### src/design/der_tlv_header_parser_defines.svh
// assertion macros used by the der tlv header parser back end
`ifndef DER_TLV_HEADER_PARSER_DEFINES_SVH
`define DER_TLV_HEADER_PARSER_DEFINES_SVH

// same-cycle implication, checked on every clock edge outside reset
`define DTHP_ASSERT_NOW(lbl, ante, cons, msg) \
    lbl: assert property (@(posedge clk) disable iff (!rst_n) (ante) |-> (cons)) \
        else $error(msg);

// next-cycle implication
`define DTHP_ASSERT_NEXT(lbl, ante, cons, msg) \
    lbl: assert property (@(posedge clk) disable iff (!rst_n) (ante) |=> (cons)) \
        else $error(msg);

`endif

### src/design/dthp_pkg.sv
// shared types, codes and constants of the der tlv header parser
package dthp_pkg;

    localparam int MAX_LENGTH_BYTES_DEF = 4;
    localparam int QUEUE_DEPTH = 2;

    // configuration register indexes
    localparam logic CFG_EXPECTED_TAG = 1'b0;
    localparam logic CFG_CHECK_TAG    = 1'b1;

    // result status codes
    localparam logic [2:0] ST_OK       = 3'd0;
    localparam logic [2:0] ST_TAG      = 3'd1;
    localparam logic [2:0] ST_INDEF    = 3'd2;
    localparam logic [2:0] ST_TOO_MANY = 3'd3;
    localparam logic [2:0] ST_NONCANON = 3'd4;
    localparam logic [2:0] ST_TRUNC    = 3'd5;
    localparam logic [2:0] ST_EXCEEDS  = 3'd6;

    localparam logic [7:0] LEN_INDEF   = 8'h80;

    typedef struct packed {
        logic [7:0]  in_byte;
        logic [31:0] bytes_after;
        logic        start_flag;
    } in_item_t;

    typedef struct packed {
        logic [2:0]  status;
        logic [31:0] content_length;
        logic [2:0]  header_length;
    } out_item_t;

    // classified byte handed from the front end to the parser
    typedef struct packed {
        logic [7:0]  in_byte;
        logic [31:0] bytes_after;
        logic        start_flag;
        logic        tag_mode;    // start byte is a tag byte
        logic        tag_ok;      // byte equals expected tag
        logic        short_over;  // short-form length above bytes_after
        logic        too_many;    // long-form count above the limit
        logic        cnt_over;    // long-form count above bytes_after
    } cls_t;

endpackage

### src/design/dthp_fifo.sv
// small synchronous fifo used as the decoupling queues
module dthp_fifo #(
    parameter int WIDTH = 8,
    parameter int DEPTH = dthp_pkg::QUEUE_DEPTH
) (
    input  logic             clk,
    input  logic             rst_n,
    input  logic             push,
    input  logic [WIDTH-1:0] wdata,
    output logic             full,
    input  logic             pop,
    output logic [WIDTH-1:0] rdata,
    output logic             empty
);

    // depth is a power of two so the pointers wrap on their own
    localparam int PTR_W = (DEPTH > 1) ? $clog2(DEPTH) : 1;
    localparam int CNT_W = $clog2(DEPTH + 1);

    logic [WIDTH-1:0] mem_reg [DEPTH];
    logic [PTR_W-1:0] wr_ptr_reg, wr_ptr_next;
    logic [PTR_W-1:0] rd_ptr_reg, rd_ptr_next;
    logic [CNT_W-1:0] cnt_reg, cnt_next;
    logic             do_push;
    logic             do_pop;

    assign full    = (cnt_reg == CNT_W'(DEPTH));
    assign empty   = (cnt_reg == '0);
    assign do_push = push && !full;
    assign do_pop  = pop && !empty;
    assign rdata   = mem_reg[rd_ptr_reg];

    always_comb
    begin
        wr_ptr_next = do_push ? wr_ptr_reg + PTR_W'(1) : wr_ptr_reg;
        rd_ptr_next = do_pop ? rd_ptr_reg + PTR_W'(1) : rd_ptr_reg;
        cnt_next    = cnt_reg;
        if (do_push && !do_pop)
        begin
            cnt_next = cnt_reg + CNT_W'(1);
        end
        else if (do_pop && !do_push)
        begin
            cnt_next = cnt_reg - CNT_W'(1);
        end
    end

    always_ff @(posedge clk or negedge rst_n)
    begin
        if (!rst_n)
        begin
            wr_ptr_reg <= '0;
            rd_ptr_reg <= '0;
            cnt_reg    <= '0;
        end
        else
        begin
            wr_ptr_reg <= wr_ptr_next;
            rd_ptr_reg <= rd_ptr_next;
            cnt_reg    <= cnt_next;
        end
    end

    always_ff @(posedge clk)
    begin
        if (do_push)
        begin
            mem_reg[wr_ptr_reg] <= wdata;
        end
    end

endmodule

### src/design/dthp_front.sv
// front end: configuration registers and per-byte classification
module dthp_front #(
    parameter int MAX_LENGTH_BYTES = dthp_pkg::MAX_LENGTH_BYTES_DEF
) (
    input  logic              clk,
    input  logic              rst_n,
    input  logic              cfg_we,
    input  logic              cfg_addr,
    input  logic [7:0]        cfg_wdata,
    input  dthp_pkg::in_item_t in_item,
    output dthp_pkg::cls_t    cls_item
);

    logic [7:0] expected_tag_reg, expected_tag_next;
    logic       check_tag_reg, check_tag_next;

    always_comb
    begin
        expected_tag_next = expected_tag_reg;
        check_tag_next    = check_tag_reg;
        if (cfg_we)
        begin
            case (cfg_addr)
                dthp_pkg::CFG_EXPECTED_TAG: expected_tag_next = cfg_wdata;
                dthp_pkg::CFG_CHECK_TAG:    check_tag_next    = cfg_wdata[0];
                default:                    check_tag_next    = check_tag_reg;
            endcase
        end
    end

    always_ff @(posedge clk or negedge rst_n)
    begin
        if (!rst_n)
        begin
            expected_tag_reg <= 8'h00;
            check_tag_reg    <= 1'b1;
        end
        else
        begin
            expected_tag_reg <= expected_tag_next;
            check_tag_reg    <= check_tag_next;
        end
    end

    always_comb
    begin
        cls_item.in_byte     = in_item.in_byte;
        cls_item.bytes_after = in_item.bytes_after;
        cls_item.start_flag  = in_item.start_flag;
        cls_item.tag_mode    = in_item.start_flag && check_tag_reg;
        cls_item.tag_ok      = (in_item.in_byte == expected_tag_reg);
        cls_item.short_over  = (32'(in_item.in_byte) > in_item.bytes_after);
        cls_item.too_many    = (in_item.in_byte[6:0] > 7'(MAX_LENGTH_BYTES));
        cls_item.cnt_over    = (32'(in_item.in_byte[6:0]) > in_item.bytes_after);
    end

endmodule

### src/design/dthp_back.sv
// back end: header parse state machine and result generation
`include "der_tlv_header_parser_defines.svh"

module dthp_back #(
    parameter int MAX_LENGTH_BYTES = dthp_pkg::MAX_LENGTH_BYTES_DEF
) (
    input  logic                clk,
    input  logic                rst_n,
    input  dthp_pkg::cls_t      head,
    input  logic                head_empty,
    output logic                head_pop,
    output logic                res_push,
    output dthp_pkg::out_item_t res_item,
    input  logic                res_full
);

    localparam int ACC_W = 8 * MAX_LENGTH_BYTES;
    localparam int CMP_W = (ACC_W > 32) ? ACC_W : 32;
    localparam int LEFT_W = $clog2(MAX_LENGTH_BYTES + 1);

    localparam logic [1:0] PH_IDLE      = 2'd0;
    localparam logic [1:0] PH_LEN_FIRST = 2'd1;
    localparam logic [1:0] PH_LEN_MORE  = 2'd2;

    logic [1:0]        phase_reg, phase_next;
    logic [LEFT_W-1:0] left_reg, left_next;
    logic [LEFT_W-1:0] total_reg, total_next;
    logic [ACC_W-1:0]  acc_reg, acc_next;
    logic [2:0]        hcnt_reg, hcnt_next;

    logic              step;
    logic              first_len;
    logic [2:0]        hc;
    logic [ACC_W-1:0]  acc_shift;
    logic [LEFT_W-1:0] left_dec;
    logic [2:0]        st;
    logic [31:0]       len;

    assign step      = !head_empty && !res_full;
    assign head_pop  = step;
    assign first_len = head.start_flag ? !head.tag_mode : (phase_reg == PH_LEN_FIRST);
    assign acc_shift = (acc_reg << 8) | ACC_W'(head.in_byte);
    assign left_dec  = left_reg - LEFT_W'(1);

    always_comb
    begin
        phase_next = phase_reg;
        left_next  = left_reg;
        total_next = total_reg;
        acc_next   = acc_reg;
        hcnt_next  = hcnt_reg;
        res_push   = 1'b0;
        st         = dthp_pkg::ST_OK;
        len        = '0;
        hc         = (head.start_flag ? 3'd0 : hcnt_reg) + 3'd1;

        if (step)
        begin
            if (head.start_flag && head.tag_mode)
            begin
                hcnt_next = hc;
                if (!head.tag_ok)
                begin
                    res_push = 1'b1;
                    st       = dthp_pkg::ST_TAG;
                end
                else if (head.bytes_after == '0)
                begin
                    res_push = 1'b1;
                    st       = dthp_pkg::ST_TRUNC;
                end
                else
                begin
                    phase_next = PH_LEN_FIRST;
                end
            end
            else if (first_len)
            begin
                hcnt_next = hc;
                if (!head.in_byte[7])
                begin
                    // short form
                    res_push = 1'b1;
                    if (head.short_over)
                    begin
                        st = dthp_pkg::ST_EXCEEDS;
                    end
                    else
                    begin
                        len = 32'(head.in_byte);
                    end
                end
                else if (head.in_byte == dthp_pkg::LEN_INDEF)
                begin
                    res_push = 1'b1;
                    st       = dthp_pkg::ST_INDEF;
                end
                else if (head.too_many)
                begin
                    res_push = 1'b1;
                    st       = dthp_pkg::ST_TOO_MANY;
                end
                else if (head.cnt_over)
                begin
                    res_push = 1'b1;
                    st       = dthp_pkg::ST_TRUNC;
                end
                else
                begin
                    phase_next = PH_LEN_MORE;
                    left_next  = LEFT_W'(head.in_byte[6:0]);
                    total_next = LEFT_W'(head.in_byte[6:0]);
                    acc_next   = '0;
                end
            end
            else if (phase_reg == PH_LEN_MORE)
            begin
                hcnt_next = hc;
                if (left_reg == total_reg && head.in_byte == 8'h00)
                begin
                    // leading zero length byte
                    res_push = 1'b1;
                    st       = dthp_pkg::ST_NONCANON;
                end
                else
                begin
                    acc_next  = acc_shift;
                    left_next = left_dec;
                    if (left_dec == '0)
                    begin
                        res_push = 1'b1;
                        if (acc_shift < ACC_W'(128))
                        begin
                            st = dthp_pkg::ST_NONCANON;
                        end
                        else if (CMP_W'(acc_shift) > CMP_W'(head.bytes_after))
                        begin
                            st = dthp_pkg::ST_EXCEEDS;
                        end
                        else
                        begin
                            len = 32'(acc_shift);
                        end
                    end
                    else if (head.bytes_after == '0)
                    begin
                        res_push = 1'b1;
                        st       = dthp_pkg::ST_TRUNC;
                    end
                end
            end

            if (res_push)
            begin
                phase_next = PH_IDLE;
                left_next  = '0;
            end
        end

        res_item.status         = st;
        res_item.content_length = (st == dthp_pkg::ST_OK) ? len : 32'd0;
        res_item.header_length  = hc;
    end

    always_ff @(posedge clk or negedge rst_n)
    begin
        if (!rst_n)
        begin
            phase_reg <= PH_IDLE;
            left_reg  <= '0;
            total_reg <= '0;
            acc_reg   <= '0;
            hcnt_reg  <= '0;
        end
        else
        begin
            phase_reg <= phase_next;
            left_reg  <= left_next;
            total_reg <= total_next;
            acc_reg   <= acc_next;
            hcnt_reg  <= hcnt_next;
        end
    end

    `DTHP_ASSERT_NOW(a_more_count_sane, phase_reg == PH_LEN_MORE, left_reg != '0 && left_reg <= total_reg, "length byte count out of range")
    `DTHP_ASSERT_NEXT(a_idle_ignores_stray, step && phase_reg == PH_IDLE && !head.start_flag, phase_reg == PH_IDLE && !$past(res_push), "stray byte changed idle parser")
    `DTHP_ASSERT_NOW(a_result_has_header, res_push, res_item.header_length != 3'd0 || phase_reg == PH_LEN_MORE, "result without header bytes")

endmodule

### src/design/der_tlv_header_parser.sv
// top level of the der tlv header parser
//
// streaming parser for the tag and length of a der tlv header. buffer bytes
// enter on the input queue port (push/full), one transaction per byte, each
// with the count of buffer bytes after it and a start flag. results leave on
// the output queue port (empty/pop): one transaction per header, carrying a
// status, the content length (zero unless ok) and the header length.
// configuration: cfg_we writes cfg_wdata to register cfg_addr (0 expected
// tag, 1 check tag); write it only while the parser is idle.
// the back end parses one byte per cycle while the output queue has room;
// the byte that ends the header passes through the input queue, and the
// parse step then writes its result into the output queue, where the
// receiver can pop it.
// both queues hold two transactions; when the output queue fills, the parse
// step halts, the input queue fills behind it and full rises, so nothing is
// dropped. bytes seen while idle without the start flag give no result.
// reset empties both queues, returns the parser to idle and sets the
// expected tag to zero with tag checking on.
module der_tlv_header_parser #(
    parameter int MAX_LENGTH_BYTES = dthp_pkg::MAX_LENGTH_BYTES_DEF
) (
    input  logic                clk,
    input  logic                rst_n,
    // configuration
    input  logic                cfg_we,
    input  logic                cfg_addr,
    input  logic [7:0]          cfg_wdata,
    // byte input
    input  logic                push,
    input  dthp_pkg::in_item_t  in_item,
    output logic                full,
    // result output
    input  logic                pop,
    output dthp_pkg::out_item_t out_item,
    output logic                empty
);

    localparam int CLS_W = $bits(dthp_pkg::cls_t);
    localparam int OUT_W = $bits(dthp_pkg::out_item_t);

    dthp_pkg::cls_t      cls_item;
    dthp_pkg::cls_t      head;
    logic [CLS_W-1:0]    head_bits;
    logic                head_empty;
    logic                head_pop;
    logic                res_push;
    dthp_pkg::out_item_t res_item;
    logic                res_full;
    logic [OUT_W-1:0]    out_bits;

    // classify each byte as it is accepted
    dthp_front #(
        .MAX_LENGTH_BYTES (MAX_LENGTH_BYTES)
    ) u_front (
        .clk       (clk),
        .rst_n     (rst_n),
        .cfg_we    (cfg_we),
        .cfg_addr  (cfg_addr),
        .cfg_wdata (cfg_wdata),
        .in_item   (in_item),
        .cls_item  (cls_item)
    );

    // queue between classification and parse
    dthp_fifo #(
        .WIDTH (CLS_W),
        .DEPTH (dthp_pkg::QUEUE_DEPTH)
    ) u_cls_q (
        .clk   (clk),
        .rst_n (rst_n),
        .push  (push),
        .wdata (cls_item),
        .full  (full),
        .pop   (head_pop),
        .rdata (head_bits),
        .empty (head_empty)
    );

    assign head = dthp_pkg::cls_t'(head_bits);

    // parse state machine, one byte per cycle while the result queue has room
    dthp_back #(
        .MAX_LENGTH_BYTES (MAX_LENGTH_BYTES)
    ) u_back (
        .clk        (clk),
        .rst_n      (rst_n),
        .head       (head),
        .head_empty (head_empty),
        .head_pop   (head_pop),
        .res_push   (res_push),
        .res_item   (res_item),
        .res_full   (res_full)
    );

    // result queue toward the receiver
    dthp_fifo #(
        .WIDTH (OUT_W),
        .DEPTH (dthp_pkg::QUEUE_DEPTH)
    ) u_res_q (
        .clk   (clk),
        .rst_n (rst_n),
        .push  (res_push),
        .wdata (res_item),
        .full  (res_full),
        .pop   (pop),
        .rdata (out_bits),
        .empty (empty)
    );

    assign out_item = dthp_pkg::out_item_t'(out_bits);

endmodule
### config.mk
export PLATFORM = sky130hd
export DESIGN_NAME = der_tlv_header_parser
export DESIGN_NICKNAME = d
export VERILOG_FILES = /design/src/design/dthp_pkg.sv /design/src/design/dthp_fifo.sv /design/src/design/dthp_front.sv /design/src/design/dthp_back.sv /design/src/design/der_tlv_header_parser.sv
export VERILOG_INCLUDE_DIRS = /design/src /design/src/design
export SDC_FILE = /design/constraint.sdc
export NUM_CORES = 1
export LEC_CHECK = 0
export ABC_AREA = 0
export ABC_CLOCK_PERIOD_IN_PS = 10450
export BUFFER_PORTS_ARGS = -buffer_cell sky130_fd_sc_hd__buf_4
export CAP_MARGIN = 40
export CELL_PAD_IN_SITES_DETAIL_PLACEMENT = 1
export CELL_PAD_IN_SITES_GLOBAL_PLACEMENT = 2
export CORE_AREA = 2 2 154 156
export CTS_BUF_LIST = sky130_fd_sc_hd__clkbuf_8
export CTS_CLUSTER_SIZE = 30
export DETAILED_ROUTE_END_ITERATION = 8
export DIE_AREA = 0 0 156 158
export GPL_ROUTABILITY_DRIVEN = 0
export PLACE_DENSITY_LB_ADDON = 0.1
export SETUP_SLACK_MARGIN = 0.3
export SYNTH_ARGS = -nofsm -noshare
export SYNTH_HDL_FRONTEND = slang
export SYNTH_SLANG_ARGS = --single-unit
### constraint.sdc
create_clock -name clk -period 10.45 [get_ports clk]
set_input_delay 1.5675 -clock clk [delete_from_list [all_inputs] [get_ports clk]]
set_output_delay 1.5675 -clock clk [all_outputs]
set_load 0.02 [all_outputs]
### Word level (Yosys, flattened, before mapping)

Memory sizes are Yosys's and may differ from the RTL's.
Cells that the tools add are included.

* flip-flop bits (word level): 52
* RAM bits: 168
* bits of input ports: 55
* output and inout port bits: 40
* memories kept: 2

Memory list
* u_cls_q.mem_reg: depth 2, bits a word 46, read ports 1, clocked after Yosys merged registers in 0, wr ports 1, line dthp_fifo.sv:20 `logic [WIDTH-1:0] mem_reg [DEPTH];`
* u_res_q.mem_reg: depth 2, bits a word 38, read ports 1, clocked after Yosys merged registers in 0, wr ports 1, line dthp_fifo.sv:20

* add/sub/neg operators: 10
* magnitude comparators: 5
* eq/ne operators: 23
* multiplexer cells: 77
* bitwise operators: 6
* reductions and logical operators: 41

Operators by type and width (number)
* 32-bit 2-to-1 mux: 10
* 24-bit 2-to-1 mux: 7
* 3-bit 2-to-1 mux: 28
* 32-bit > comparator: 1
* 7-bit by 32-bit > comparator with 1-bit output: 1
* 8-bit by 32-bit > comparator with 1-bit output: 1
* 32-bit logical NOT: 1
* 32-bit by 8-bit < comparator with 1-bit output, second input constant: 1
* 32-bit by 8-bit bitwise OR with 32-bit output: 1
* 2-bit 2-to-1 mux: 13
* 8-bit AND reduction: 3
* 1-bit 2-to-1 mux: 18
* 1-bit logical AND: 12
* 3-bit by 2-bit != test with 1-bit output, second input constant: 4
* 3-bit != test, second input constant: 4
* 3-bit nonzero test: 4
* 1-bit logical NOT: 9
* 8-bit == test: 1
* 8-bit == test, second input constant: 1
* 8-bit logical NOT: 1
* 2-bit != test, second input constant: 4
* 7-bit by 3-bit > comparator with 1-bit output, second input constant: 1
* 7-bit 2-to-1 mux: 1
* 7-bit AND reduction: 1
* other kinds (15): 34

### Logic depth before layout (Yosys ltp)

An unclocked memory read counts as a cell.

* depth after elaboration: 15
* depth in mapped cells: 13
* depth with buffers taken out: 12

### Hierarchy

From an unflattened synthesis, not the netlist that was laid out.

* cells, all modules: 793
* area, all modules: 10744.1 um^2

Modules (own cells, without submodules)
* dthp_fifo at u_cls_q: times used 1, cells an instance 162, area each 3639.7 um^2
* dthp_back: times used 1, cells an instance 377, area each 3052.9 um^2
* dthp_fifo at u_res_q: times used 1, cells an instance 137, area each 2985.4 um^2
* dthp_front: times used 1, cells an instance 117, area each 1066.0 um^2

### Least setup slack after synthesis

No wires, ideal clock.

* path type: in2reg
* from: input port push
* to: memory u_cls_q.mem_reg[0][0] (netlist name) (enable)
* library setup time: 0.450 ns
* arrival time: 3.589 ns
* required time: 10.000 ns
* setup slack: 6.412 ns
* stages on the path: 2
* path buffers: 0
* path through: nand2_1 -> nor2_1

* longest elaborated chain between the ends: 3

RTL lines
* start, declared: line der_tlv_header_parser.sv:29 `input logic push,`
* 1-bit logical AND: line dthp_fifo.sv:29 `assign do_push = push && !full;`
* 1-bit 2-to-1 mux: line dthp_fifo.sv:66 `if (do_push)`
* 1-bit 2-to-1 mux (not written as such): line dthp_fifo.sv:68 `mem_reg[wr_ptr_reg] <= wdata;`
* end, declared: line dthp_fifo.sv:20

Every way passes these cells.

==> results.cfg <==
[clock_tree]
clock_sink_count = 220
post_cts.resized_instances = 0
clkTransAtPathRegs_ns = 0.06
cts_hold_buffers = 0
num_cts_buffers = 40
cts-root-to-sink-buffers = 3
post-cts-setup-buffers = 0
htree_num_levels = 2
worst_skew_pair.late_latency_ns = 0.54
cts_tree = yes
clockRootBuffer = sky130_fd_sc_hd__clkbuf_8

[placement]
preCtsSetupSlack_ns = 6.041
place_hpwl_mm = 17.44
post_dp_cell_area_sq_um = 11280
port_buffers = 94

[yosys]
synthesis.area_sq_um = 10220
synth-edff-count = 168
post_synth_num_cell_types = 73
synth.top_cells.by_area = sky130_fd_sc_hd__edfxtp_1, sky130_fd_sc_hd__dfrtp_1, sky130_fd_sc_hd__mux2_2, sky130_fd_sc_hd__ha_1, sky130_fd_sc_hd__mux2i_1
synth_ff_type = sky130_fd_sc_hd__edfxtp_1
synth_seq_area_share = 0.6212
synth.top_cell.area_share = 0.4937
number_of_flip_flops_and_latches_in_the_synthesized_netlist = 220
synth-async-reset-ratio = 0.2364
syn-mean-instance-area_sq_um = 14.29
synthCells = 715
synthesis.nets = 815
yosys_warnings = 0
synth.largest_area_cell = sky130_fd_sc_hd__edfxtp_1

[grt]
vias_in_the_first_global_route = 6849
globalRouteTotalUtil = 0.2001
maximum_number_of_pins_on_one_net_before_global_route_repair = 60
first_pass_grt_wire_length_mm = 37.81
grt_overflow = 0
antenna_found_initial = 0

[detailed_routing]
routed_wire_length_per_instance_microns = 20.97
vias_per_cell = 5.577
number_of_design_rule_violations_left_after_detail_routing = 0
routed-via-count = 6475
antenna_violating_nets_post_route = 0
drt_iter0_markers = 314
drt_pre_antenna_iters = 4
postRouteWirelength_mm = 24.35

[power_and_ir_drop]
power.ir.vdd_worst_v = 0.0001177
total_leakage_power_uw = 0.004792
power.density_cell_area_nw_per_um2 = 292.4

[setup_path]
wp_data_arrival_ns = 4.70
worstSetupStartpointType = flip-flop
worstPathCellList = buf_4, mux2i_1, inv_1, ha_1, a21oi_1, o21ai_0, a21o_1, o311a_1, nor4b_2, o311ai_4, nor4_1
cpPeakStageDelay_ns = 0.64
path_class = reg -> reg
critical_path.endpoint_type = flip-flop
crit_path_start = u_cls_q.rd_ptr_reg$_DFFE_PN0P_
rr_startpoint = u_cls_q.rd_ptr_reg$_DFFE_PN0P_
worst-path-max-fanout = 59
critical_path.slowest_cell = sky130_fd_sc_hd__buf_4
data_required_critical_path_ns = 10.75
r2r_setup_slack_ns = 6.05

[cells_and_area]
layout.cell_area.non_filler_sq_um = 12140
area_delta_synth_final_pct = 18.76
post_route_cells_drive_above_1_share = 0.2687
largest_register_ffs = 92
nNetsFinal = 939
n_fill_cell = 2271
multi_input_area_sq_um = 3665
antenna-diode-count = 0
area.sequential_sq_um = 6349

[floorplan]
die_h_microns = 158
fp.dieW_microns = 156
std_cell_rows = 56
floorplan.core_area_sq_um = 23050
top_level_ports = 95
initial_cell_density_of_the_core = 0.4433
die_area_sq_um = 24650

[timing]
slew_headroom = 0.4331
slew_violations = 0
setup_ws_ns = 6.048
holdWs_ns = 0.4756
totalNegativeSetupSlack_ns = 0
final_min_period_ns = 4.402
worst_slew_pin_slew_ns = 0.8503
rsz0062_at_grt = no
timing.fmax_ghz = 0.2272
layout_worst_path_cycle_share = 0.4212
finalHoldViolations = 0
setup_viol = 0
largest_clock_skew_in_the_final_design_ns = 0.02020

[job]
timing.max_cap.violations = 0

[hold_path]
hp-class = reg -> reg
holdCritStartpoint = u_res_q.rd_ptr_reg$_DFFE_PN0P_

[status]
outcome = completed
[path summary, 6_finish.rpt]
path | to | cells past startpoint
worst max-delay path | u_res_q.mem_reg[1][7]$_DFFE_PP_ | 11
worst min-delay path | u_res_q.rd_ptr_reg$_DFFE_PN0P_ | 1
min in group asynchronous | u_res_q.cnt_reg[0]$_DFFE_PN0P_ | 1
worst max register to register | u_res_q.mem_reg[1][7]$_DFFE_PP_ | 11
max in group asynchronous | u_cls_q.rd_ptr_reg$_DFFE_PN0P_ | 1
worst min register to register | u_res_q.rd_ptr_reg$_DFFE_PN0P_ | 1
[metal layers]
layer  global-route usage  routed length [microns]  share of wire
met1               0.2813                    11570           0.48
met2               0.3220                    11330           0.47
met3              0.03449                      951          0.039
met4              0.05723                      495          0.020
met5                    0                        0              0
[synth_stat cells (all sizes together) (2+ instances only)]
library cell  count
clkbuf            7
inv              27
nor2             23
nand2b            2
a21oi            28
nor3b             2
and3              4
edfxtp          168
xor2              4
o32ai             2
o211ai            3
nor4b             5
o22a              2
a22o             26
xnor2            19
o311ai            2
buf              13
nor2b             4
o311a             2
mux2i            42
o21ai            24
and2             30
mux2             55
nand3             3
ha               45
nand4            18
nor4             33
nand2            27
dfrtp            51
nand3b            3
nor3              7
o21a              3
o31ai             4
a21o              3
o22ai             2
[cells by family (layout without fill, tap and decap cells)]
family                     after synthesis  count (layout)  synth area share
AOI/OAI and AO/OA                      115             115           0.08535
xor gates and xnor gates                23              23           0.02045
adders and majority gates               45              45           0.05510
buffers and inverters                   48             204           0.02192
DFF                                    220             220            0.6212
muxes                                   97              97            0.1018
and+or+nand+nor                        167             167           0.09428
[placed cells by master, fill, tap and decap left out, types with 4 or more instances in the layout]
cell type | Yosys | final
sky130_fd_sc_hd__buf_4 | 0 | 99
sky130_fd_sc_hd__inv_1 | 27 | 35
sky130_fd_sc_hd__bufinv_16 | 0 | 4
sky130_fd_sc_hd__nand4_1 | 18 | 18
sky130_fd_sc_hd__nor2_1 | 22 | 21
sky130_fd_sc_hd__dfrtp_1 | 51 | 50
sky130_fd_sc_hd__ha_1 | 45 | 45
sky130_fd_sc_hd__clkbuf_8 | 0 | 45
sky130_fd_sc_hd__nor4_1 | 32 | 32
sky130_fd_sc_hd__nand2_1 | 27 | 27
sky130_fd_sc_hd__xnor2_1 | 19 | 19
sky130_fd_sc_hd__a22o_1 | 26 | 26
sky130_fd_sc_hd__mux2_2 | 55 | 55
sky130_fd_sc_hd__clkinv_1 | 1 | 11
sky130_fd_sc_hd__and2_1 | 29 | 29
sky130_fd_sc_hd__mux2i_1 | 42 | 42
sky130_fd_sc_hd__o21ai_0 | 20 | 20
sky130_fd_sc_hd__edfxtp_1 | 168 | 168
sky130_fd_sc_hd__nor3_1 | 7 | 7
sky130_fd_sc_hd__a21oi_1 | 27 | 27
sky130_fd_sc_hd__nor2b_1 | 4 | 4
[power by group]
group	switching, uW	internal [uW]	total [uW]
Sequential	121	1220	1340
Combinational	810	540	1350
Clock	357	499	855
Total	1290	2260	3550
[critical path: cells and delay by family (launching register included)]
kind                     cells  cell delay, ns
AO/OA/AOI/OAI                5            1.04
adder cells (fa/ha/maj)      1            0.40
buffers and inverters        2            0.89
flip-flops                   1            0.35
multiplexers                 1            0.59
AND/OR/NAND/NOR              2            0.90
[per-stage QoR]
step | utilization | std cells | power [uW]
after floorplan | - | 715 | 2263
after global placement | 0.4869 | 1084 | 2658
after detailed placement | 0.4893 | 1087 | 2725
after CTS | 0.5264 | 1161 | 3591
after global routing | 0.5264 | 1161 | 3763
final | 0.5264 | 1161 | 3548
[area by class of cell]
cell class              count  area share
flip-flops and latches    220      0.5231
multi-input cells         447      0.3020
repair buffers            102     0.06568
clock buffers              45     0.05104
well taps                 290     0.02990
clock inverters            29     0.01959
inverters                  28    0.008661
Note: power is estimated with default switching activity, not from simulation.
